[config.mk]
export PLATFORM = sky130hd
export DESIGN_NAME = jpeg_marker_scanner
export DESIGN_NICKNAME = d
export VERILOG_FILES = /design/src/rtl/jms_pkg.sv /design/src/rtl/jpeg_marker_scanner.sv
export SDC_FILE = /design/constraint.sdc
export NUM_CORES = 1
export LEC_CHECK = 0
export BUFFER_PORTS_ARGS = -buffer_cell sky130_fd_sc_hd__clkbuf_2
export CORE_UTILIZATION = 60
export DETAILED_ROUTE_END_ITERATION = 10
export GPL_TIMING_DRIVEN = 0
export PLACE_DENSITY = 0.91
export SYNTH_ARGS = -nofsm -noshare
export SYNTH_HDL_FRONTEND = slang
export SYNTH_SLANG_ARGS = --single-unit
[constraint.sdc]
create_clock -name aclk -period 11 [get_ports aclk]
set_input_delay 2.2 -clock aclk [delete_from_list [all_inputs] [get_ports aclk]]
set_output_delay 2.2 -clock aclk [all_outputs]
set_load 0.02 [all_outputs]
[src/rtl/jms_pkg.sv]
package jms_pkg;

    // Widest byte counter supported; also the width used for the offset clamp.
    localparam int unsigned OFFSET_BITS_MAX = 64;
    localparam int unsigned OFFSET_BITS_DEF = 32;
    localparam int unsigned OFFSET_FIELD_BITS = 32;

    // Marker pair bytes
    localparam logic [7:0] MARK_PREFIX = 8'hFF;
    localparam logic [7:0] MARK_STUFF  = 8'h00;
    localparam logic [7:0] MARK_SOI    = 8'hD8;
    localparam logic [7:0] MARK_EOI    = 8'hD9;
    localparam logic [7:0] MARK_RST0   = 8'hD0;
    localparam logic [7:0] MARK_RST7   = 8'hD7;
    localparam logic [7:0] MARK_TEM    = 8'h01;

    // Length field counts itself
    localparam logic [15:0] LEN_SELF = 16'd2;

    typedef enum logic [2:0] {
        PH_SCAN   = 3'd0,
        PH_PREFIX = 3'd1,
        PH_LEN_HI = 3'd2,
        PH_LEN_LO = 3'd3,
        PH_SKIP   = 3'd4
    } phase_t;

    typedef enum logic [2:0] {
        KIND_SOI     = 3'd0,
        KIND_EOI     = 3'd1,
        KIND_RST     = 3'd2,
        KIND_TEM     = 3'd3,
        KIND_SEGMENT = 3'd4,
        KIND_LENGTH  = 3'd5
    } kind_t;

    typedef struct packed {
        kind_t                        kind;
        logic [7:0]                   code;
        logic [OFFSET_FIELD_BITS-1:0] offset;
        logic [15:0]                  len;
        logic                         bad;
    } result_t;

endpackage

[src/rtl/jpeg_marker_scanner.sv]
// JPEG marker scanner. Feed the raw file one byte per word on the s_ side; the
// block walks the byte stream and reports on the m_ side: SOI, EOI, RST0-7 and
// TEM as standalone markers, every other marker code as a segment marker, then
// the big-endian segment length that follows it (bad_length set when it is
// below two), after which length-2 payload bytes are skipped unexamined.
// FF00 is stuffed data and repeated FF fill bytes are ignored. byte_offset is
// the count of bytes taken so far including the reporting one; the internal
// counter is OFFSET_BITS wide, saturates, and is clamped to all ones in the
// 32-bit field. Throughput is one byte per clock while the skid slot is empty:
// the whole phase update and counter step sit between the input handshake and
// the result register, so each result is registered directly from its byte. A
// one-entry skid behind the result register lets one more result-bearing byte
// in while m_tready is low; bytes stall only once both slots hold results.
module jpeg_marker_scanner
    import jms_pkg::*;
#(
    parameter int unsigned OFFSET_BITS = OFFSET_BITS_DEF
) (
    input  logic        aclk,
    input  logic        aresetn,
    input  logic        s_tvalid,
    output logic        s_tready,
    input  logic [7:0]  s_tdata,   // [7:0] data_byte
    output logic        m_tvalid,
    input  logic        m_tready,
    output logic [63:0] m_tdata,   // [7:0] marker_code, [39:8] byte_offset,
                                   // [55:40] segment_length, [56] bad_length
    output logic [2:0]  m_tuser    // [2:0] event_kind
);

    // ---------------------------------------------------------------- state
    phase_t                 phase_reg,   phase_next;
    logic [OFFSET_BITS-1:0] count_reg,   count_next;
    logic [15:0]            skip_reg,    skip_next;
    logic [7:0]             len_hi_reg,  len_hi_next;
    logic [7:0]             marker_reg,  marker_next;

    // result register plus skid slot
    result_t                res_reg,     res_next;
    logic                   res_valid_reg, res_valid_next;
    result_t                skid_reg,    skid_next;
    logic                   skid_valid_reg, skid_valid_next;

    logic                   s_accept;
    logic                   out_free;
    logic                   emit;
    result_t                step_res;
    logic [15:0]            len_full;
    logic [OFFSET_BITS_MAX-1:0] count_wide;

    assign s_tready = !skid_valid_reg;
    assign s_accept = s_tvalid && s_tready;
    assign out_free = !res_valid_reg || m_tready;

    // Saturating counter, already including the current byte
    assign count_next = (&count_reg) ? count_reg : count_reg + 1'b1;
    assign count_wide = OFFSET_BITS_MAX'(count_next);
    assign len_full   = {len_hi_reg, s_tdata};

    // ---------------------------------------------------- phase decode
    always_comb begin
        phase_next  = phase_reg;
        skip_next   = skip_reg;
        len_hi_next = len_hi_reg;
        marker_next = marker_reg;
        emit        = 1'b0;

        step_res.kind   = KIND_SEGMENT;
        step_res.code   = s_tdata;
        step_res.len    = '0;
        step_res.bad    = 1'b0;
        // clamp the counter into the 32-bit field
        step_res.offset = (|count_wide[OFFSET_BITS_MAX-1:OFFSET_FIELD_BITS])
                          ? '1 : count_wide[OFFSET_FIELD_BITS-1:0];

        unique case (phase_reg)
            PH_PREFIX: begin
                if (s_tdata != MARK_PREFIX) begin   // fill bytes keep waiting
                    phase_next = PH_SCAN;
                    if (s_tdata == MARK_STUFF) begin
                        emit = 1'b0;                // stuffed data byte
                    end else if (s_tdata == MARK_SOI) begin
                        emit = 1'b1;
                        step_res.kind = KIND_SOI;
                    end else if (s_tdata == MARK_EOI) begin
                        emit = 1'b1;
                        step_res.kind = KIND_EOI;
                    end else if (s_tdata >= MARK_RST0 && s_tdata <= MARK_RST7) begin
                        emit = 1'b1;
                        step_res.kind = KIND_RST;
                    end else if (s_tdata == MARK_TEM) begin
                        emit = 1'b1;
                        step_res.kind = KIND_TEM;
                    end else begin
                        emit = 1'b1;
                        step_res.kind = KIND_SEGMENT;
                        marker_next   = s_tdata;
                        phase_next    = PH_LEN_HI;
                    end
                end
            end
            PH_LEN_HI: begin
                len_hi_next = s_tdata;
                phase_next  = PH_LEN_LO;
            end
            PH_LEN_LO: begin
                emit          = 1'b1;
                step_res.kind = KIND_LENGTH;
                step_res.code = marker_reg;
                step_res.len  = len_full;
                step_res.bad  = (len_full[15:1] == '0);
                if (len_full > LEN_SELF) begin
                    skip_next  = len_full - LEN_SELF;
                    phase_next = PH_SKIP;
                end else begin
                    skip_next  = '0;
                    phase_next = PH_SCAN;
                end
            end
            PH_SKIP: begin
                // payload bytes are not examined
                if (skip_reg != '0) begin
                    skip_next = skip_reg - 1'b1;
                end
                if (skip_reg <= 16'd1) begin
                    phase_next = PH_SCAN;
                end
            end
            default: begin  // scanning, and unused codes behave the same
                phase_next = (s_tdata == MARK_PREFIX) ? PH_PREFIX : PH_SCAN;
            end
        endcase
    end

    // ---------------------------------------------------- output slots
    always_comb begin
        res_next        = res_reg;
        res_valid_next  = res_valid_reg;
        skid_next       = skid_reg;
        skid_valid_next = skid_valid_reg;
        if (out_free) begin
            if (skid_valid_reg) begin
                // no byte is taken while the skid is full
                res_next        = skid_reg;
                res_valid_next  = 1'b1;
                skid_valid_next = 1'b0;
            end else begin
                res_next       = step_res;
                res_valid_next = s_accept && emit;
            end
        end else if (s_accept && emit) begin
            skid_next       = step_res;
            skid_valid_next = 1'b1;
        end
    end

    always_ff @(posedge aclk) begin
        if (!aresetn) begin
            phase_reg      <= PH_SCAN;
            count_reg      <= '0;
            skip_reg       <= '0;
            len_hi_reg     <= '0;
            marker_reg     <= '0;
            res_valid_reg  <= 1'b0;
            skid_valid_reg <= 1'b0;
        end else begin
            if (s_accept) begin
                phase_reg  <= phase_next;
                count_reg  <= count_next;
                skip_reg   <= skip_next;
                len_hi_reg <= len_hi_next;
                marker_reg <= marker_next;
            end
            res_valid_reg  <= res_valid_next;
            skid_valid_reg <= skid_valid_next;
        end
    end

    always_ff @(posedge aclk) begin
        res_reg  <= res_next;
        skid_reg <= skid_next;
    end

    assign m_tvalid = res_valid_reg;
    assign m_tuser  = res_reg.kind;
    assign m_tdata  = {7'd0, res_reg.bad, res_reg.len, res_reg.offset, res_reg.code};

    // ---------------------------------------------------- assertions
    a_skid_behind_result: assert property (@(posedge aclk) disable iff (!aresetn)
        skid_valid_reg |-> res_valid_reg)
        else $error("skid slot holds a result while the result register is empty");

    a_skip_nonzero: assert property (@(posedge aclk) disable iff (!aresetn)
        (phase_reg == PH_SKIP) |-> (skip_reg != '0))
        else $error("skip phase with nothing left to skip");

    a_count_step: assert property (@(posedge aclk) disable iff (!aresetn)
        (s_accept && !(&count_reg)) |=> (count_reg == OFFSET_BITS'($past(count_reg) + 1'b1)))
        else $error("byte counter did not advance on an accepted byte");

    a_length_from_lo: assert property (@(posedge aclk) disable iff (!aresetn)
        (s_accept && emit && step_res.kind == KIND_LENGTH) |-> (phase_reg == PH_LEN_LO))
        else $error("length reported outside the length low byte phase");

endmodule
==> flow_metrics.py <==
metrics = {
    "die": {
        "initial_utilization_pct": 61.7,
        "io_pins": 81,
        "fp.dieArea_sq_mm": 0.0154,
        "die_h_um": 124,
        "die_width_um": 124,
        "num_rows": 44,
        "core_sq_mm": 0.0145,
    },
    "clocking": {
        "cts_tree": "yes",
        "root_buffer": "clkbuf_16",
        "numCtsBuffers": 17,
        "cts_resized": 0,
        "clk_path_buf_depth": 2,
        "cts_sinks": 189,
        "cts_setup_buffers": 0,
        "ctsHoldBuffers": 0,
        "clk_latency_ps": 440,
        "cts_max_level": 4,
        "clk_pin_slew_ps": 70,
    },
    "worst_setup_path": {
        "worst-r2r-cell-count": 9,
        "cp_slowest_stage_delay_ps": 560,
        "crit_fanout": 7,
        "critPathSlowestCell": "or4_1",
        "r2r-end": "count_reg[23]$_SDFFE_PN0P_",
        "r2r_slack_ps": 7900,
        "endpoint_kind": "register",
        "critPathLaunch": "s_tdata[1]",
        "path_delay_family": "simple AND/OR/NAND/NOR gates",
        "rr_startpoint": "count_reg[0]$_SDFFE_PN0P_",
        "start_kind": "input port",
        "critPathBufInv": 2,
        "crit_type": "in -> reg",
        "crit_chain": "clkbuf_2 > inv_1 > ha_1 > nor3b_1 > nand4_1 > or4_1 > a21oi_1 > o21ai_0 > a21boi_0",
        "cp.required_ps": 11360,
        "arrival_ps": 4650,
    },
    "routing": {
        "dr.pass1.iters": 5,
        "post_drt_wl_per_cell_um": 18.0,
        "vias": 6688,
        "drc_errors": 0,
        "wirelength_um": 20000,
        "vias_per_cell": 6.01,
        "drtIter0Drc": 527,
        "ant_nets": 0,
    },
    "power_and_ir_drop": {
        "irDropWorstVdd_uv": 102,
        "powerDensity_mw_per_mm2": 137,
        "leakagePower_nw": 4.19,
    },
    "final_layout": {
        "multi_input_area_sq_mm": 0.00372,
        "ff_latch_area_sq_mm": 0.00498,
        "layout_commonest_cell": "edfxtp_1",
        "fin_nets": 932,
        "fin_cells": 1112,
        "final_cell_mix": "edfxtp_1, nand2_1, clkbuf_2, dfxtp_1, nor2_1",
        "area_growth_pct": 13.8,
        "largest_reg_flops": 60,
        "drive_gt1_share_pct": 19.3,
        "fill_cells": 1033,
        "diodes": 0,
    },
    "timing": {
        "clock_skew_ps": 8.61,
        "hold_violations": 0,
        "rsz0062_at_grt": "false",
        "slew_headroom_pct": 38.2,
        "setup_viol": 0,
        "hold_slack_ps": 504,
        "post-route-period-util_pct": 38.9,
        "min_period_ps": 4280,
        "fmax_ghz": 0.233,
        "setup_ws_ps": 6720,
        "tightestPinTransition_ps": 918,
        "slew_viol_final": 0,
    },
    "yosys": {
        "syn_area_sq_mm": 0.00896,
        "postSynthCellCount": 816,
        "yosysWarnings": 0,
        "synth_edf_count": 120,
        "ys_seq_area_share_pct": 55.6,
        "ys_types": 64,
        "syn_area_per_cell_sq_um": 11.0,
        "ys_ff_latch": 189,
        "ys.flop_type": "edfxtp_1",
        "async_reset_ff_share_pct": 0,
    },
    "global_routing": {
        "grt_pass1_vias": 6337,
        "grt_start_max_net_pins": 64,
        "grt_use_total_pct": 26.6,
        "grt_pass1_wl_um": 32200,
        "grt_overflow_total": 0,
        "antenna_found_initial": 0,
    },
    "min_path": {
        "hp-start": "skip_reg[10]$_SDFFE_PN0P_",
        "hold_path_end": "skip_reg[10]$_SDFFE_PN0P_",
        "min_path_cells": 2,
        "hp-class": "reg -> reg",
    },
    "placement": {
        "pre_cts_ws_ps": 6320,
        "io_buffers": 69,
        "dpl.cell_count": 1080,
        "place_hpwl_um": 13500,
        "gp_congestion": 0.899,
    },
    "job": {
        "cap_violations": 0,
    },
    "status": {
        "status": "completed",
    },
}
## routing by layer
layer | up-vias | wire (um) | global-route usage, %
met2 | 282 | 9820 | 44.1
met4 | 0 | 639 | 11.8
met3 | 57 | 1290 | 5.56
met5 | - | 0 | 0
met1 | 3217 | 8290 | 33.5
li1 | 3132 | - | -
## tightest hold or removal path, stage by stage (launching register included)
cell and delay, ps:
dfxtp_1 320, nand3_1 60, o21ai_0 70
## Yosys cell counts (2+ instances only)
master | instances | share of area [%]
a211o_1 | 2 | 0.20
a211oi_1 | 3 | 0.25
a21boi_0 | 15 | 1.3
a21oi_1 | 19 | 1.1
a221oi_1 | 3 | 0.29
a22oi_1 | 2 | 0.17
a31oi_1 | 5 | 0.35
a32o_1 | 3 | 0.34
and2_1 | 34 | 2.4
and3_1 | 4 | 0.28
and4_1 | 4 | 0.39
buf_2 | 2 | 0.11
buf_4 | 7 | 0.59
buf_6 | 2 | 0.25
clkbuf_1 | 41 | 1.7
dfxtp_1 | 69 | 15
edfxtp_1 | 120 | 40
ha_1 | 5 | 0.70
inv_1 | 11 | 0.46
mux2_2 | 54 | 6.8
mux2i_1 | 11 | 1.2
nand2_1 | 80 | 3.4
nand2b_1 | 5 | 0.35
nand3_1 | 22 | 1.2
nand4_1 | 12 | 0.84
nor2_1 | 58 | 2.4
nor2b_1 | 22 | 1.5
nor3_1 | 27 | 1.5
nor3b_1 | 4 | 0.34
nor4_1 | 10 | 0.70
o211ai_1 | 2 | 0.17
o21a_1 | 2 | 0.17
o21ai_0 | 41 | 2.3
o22ai_1 | 3 | 0.21
o31ai_1 | 6 | 0.50
or2_2 | 3 | 0.21
or3_1 | 13 | 0.91
or4_1 | 6 | 0.50
xnor2_1 | 27 | 2.6
xor2_1 | 33 | 3.2
## report_power, final
part / internal [mW] / total (mW) / switching (mW)
logic: 0.0153 / 0.0450 / 0.0296
registers: 0.750 / 0.752 / 0.00199
clock network: 0.334 / 0.606 / 0.271
## worst max-delay path by stage
stage	slack, ps	endpoint	depth (start not counted)
2_1_floorplan	2530	skid_reg[0]$_DFFE_PP_	2
3_3_place_gp	-160	skid_reg[11]$_DFFE_PP_	3
3_5_place_dp	6320	skip_reg[15]$_SDFFE_PN0P_	9
4_1_cts	6750	skip_reg[15]$_SDFFE_PN0P_	9
5_1_grt	6530	skip_reg[15]$_SDFFE_PN0P_	9
6_report	6720	skip_reg[15]$_SDFFE_PN0P_	9
## layout make-up
cell class / instances / area share, %
clock inverters: 14 / 1.40
well taps: 184 / 2.26
flip-flops and latches: 189 / 48.9
plain buffers: 54 / 2.43
multi-input cells: 568 / 36.5
clock buffers: 18 / 4.21
inverters: 11 / 0.405
repair buffers: 74 / 3.94
## kinds of logic after synthesis
kind of cell / after synthesis / share of synthesized area, %
AOI/OAI and AO/OA: 119 / 8.50
xor gates and xnor gates: 60 / 5.86
adders and majority gates: 5 / 0.698
buffers and inverters: 65 / 3.22
DFF: 189 / 55.6
muxes: 66 / 8.18
other: 1 / 0.0418
and+or+nand+nor: 311 / 17.9
## through the flow
step	utilization (%)	area (sq um)	setup TNS, ps	total power, mW
floorplan	-	8990	0	0.797
global placement	65.8	9560	-9420	0.811
detailed placement	66.3	9630	0	0.812
CTS	70.2	10200	0	1.41
global route	70.2	10200	0	1.44
finish	70.2	10200	0	1.40
Power figures use the tool's default switching activity.
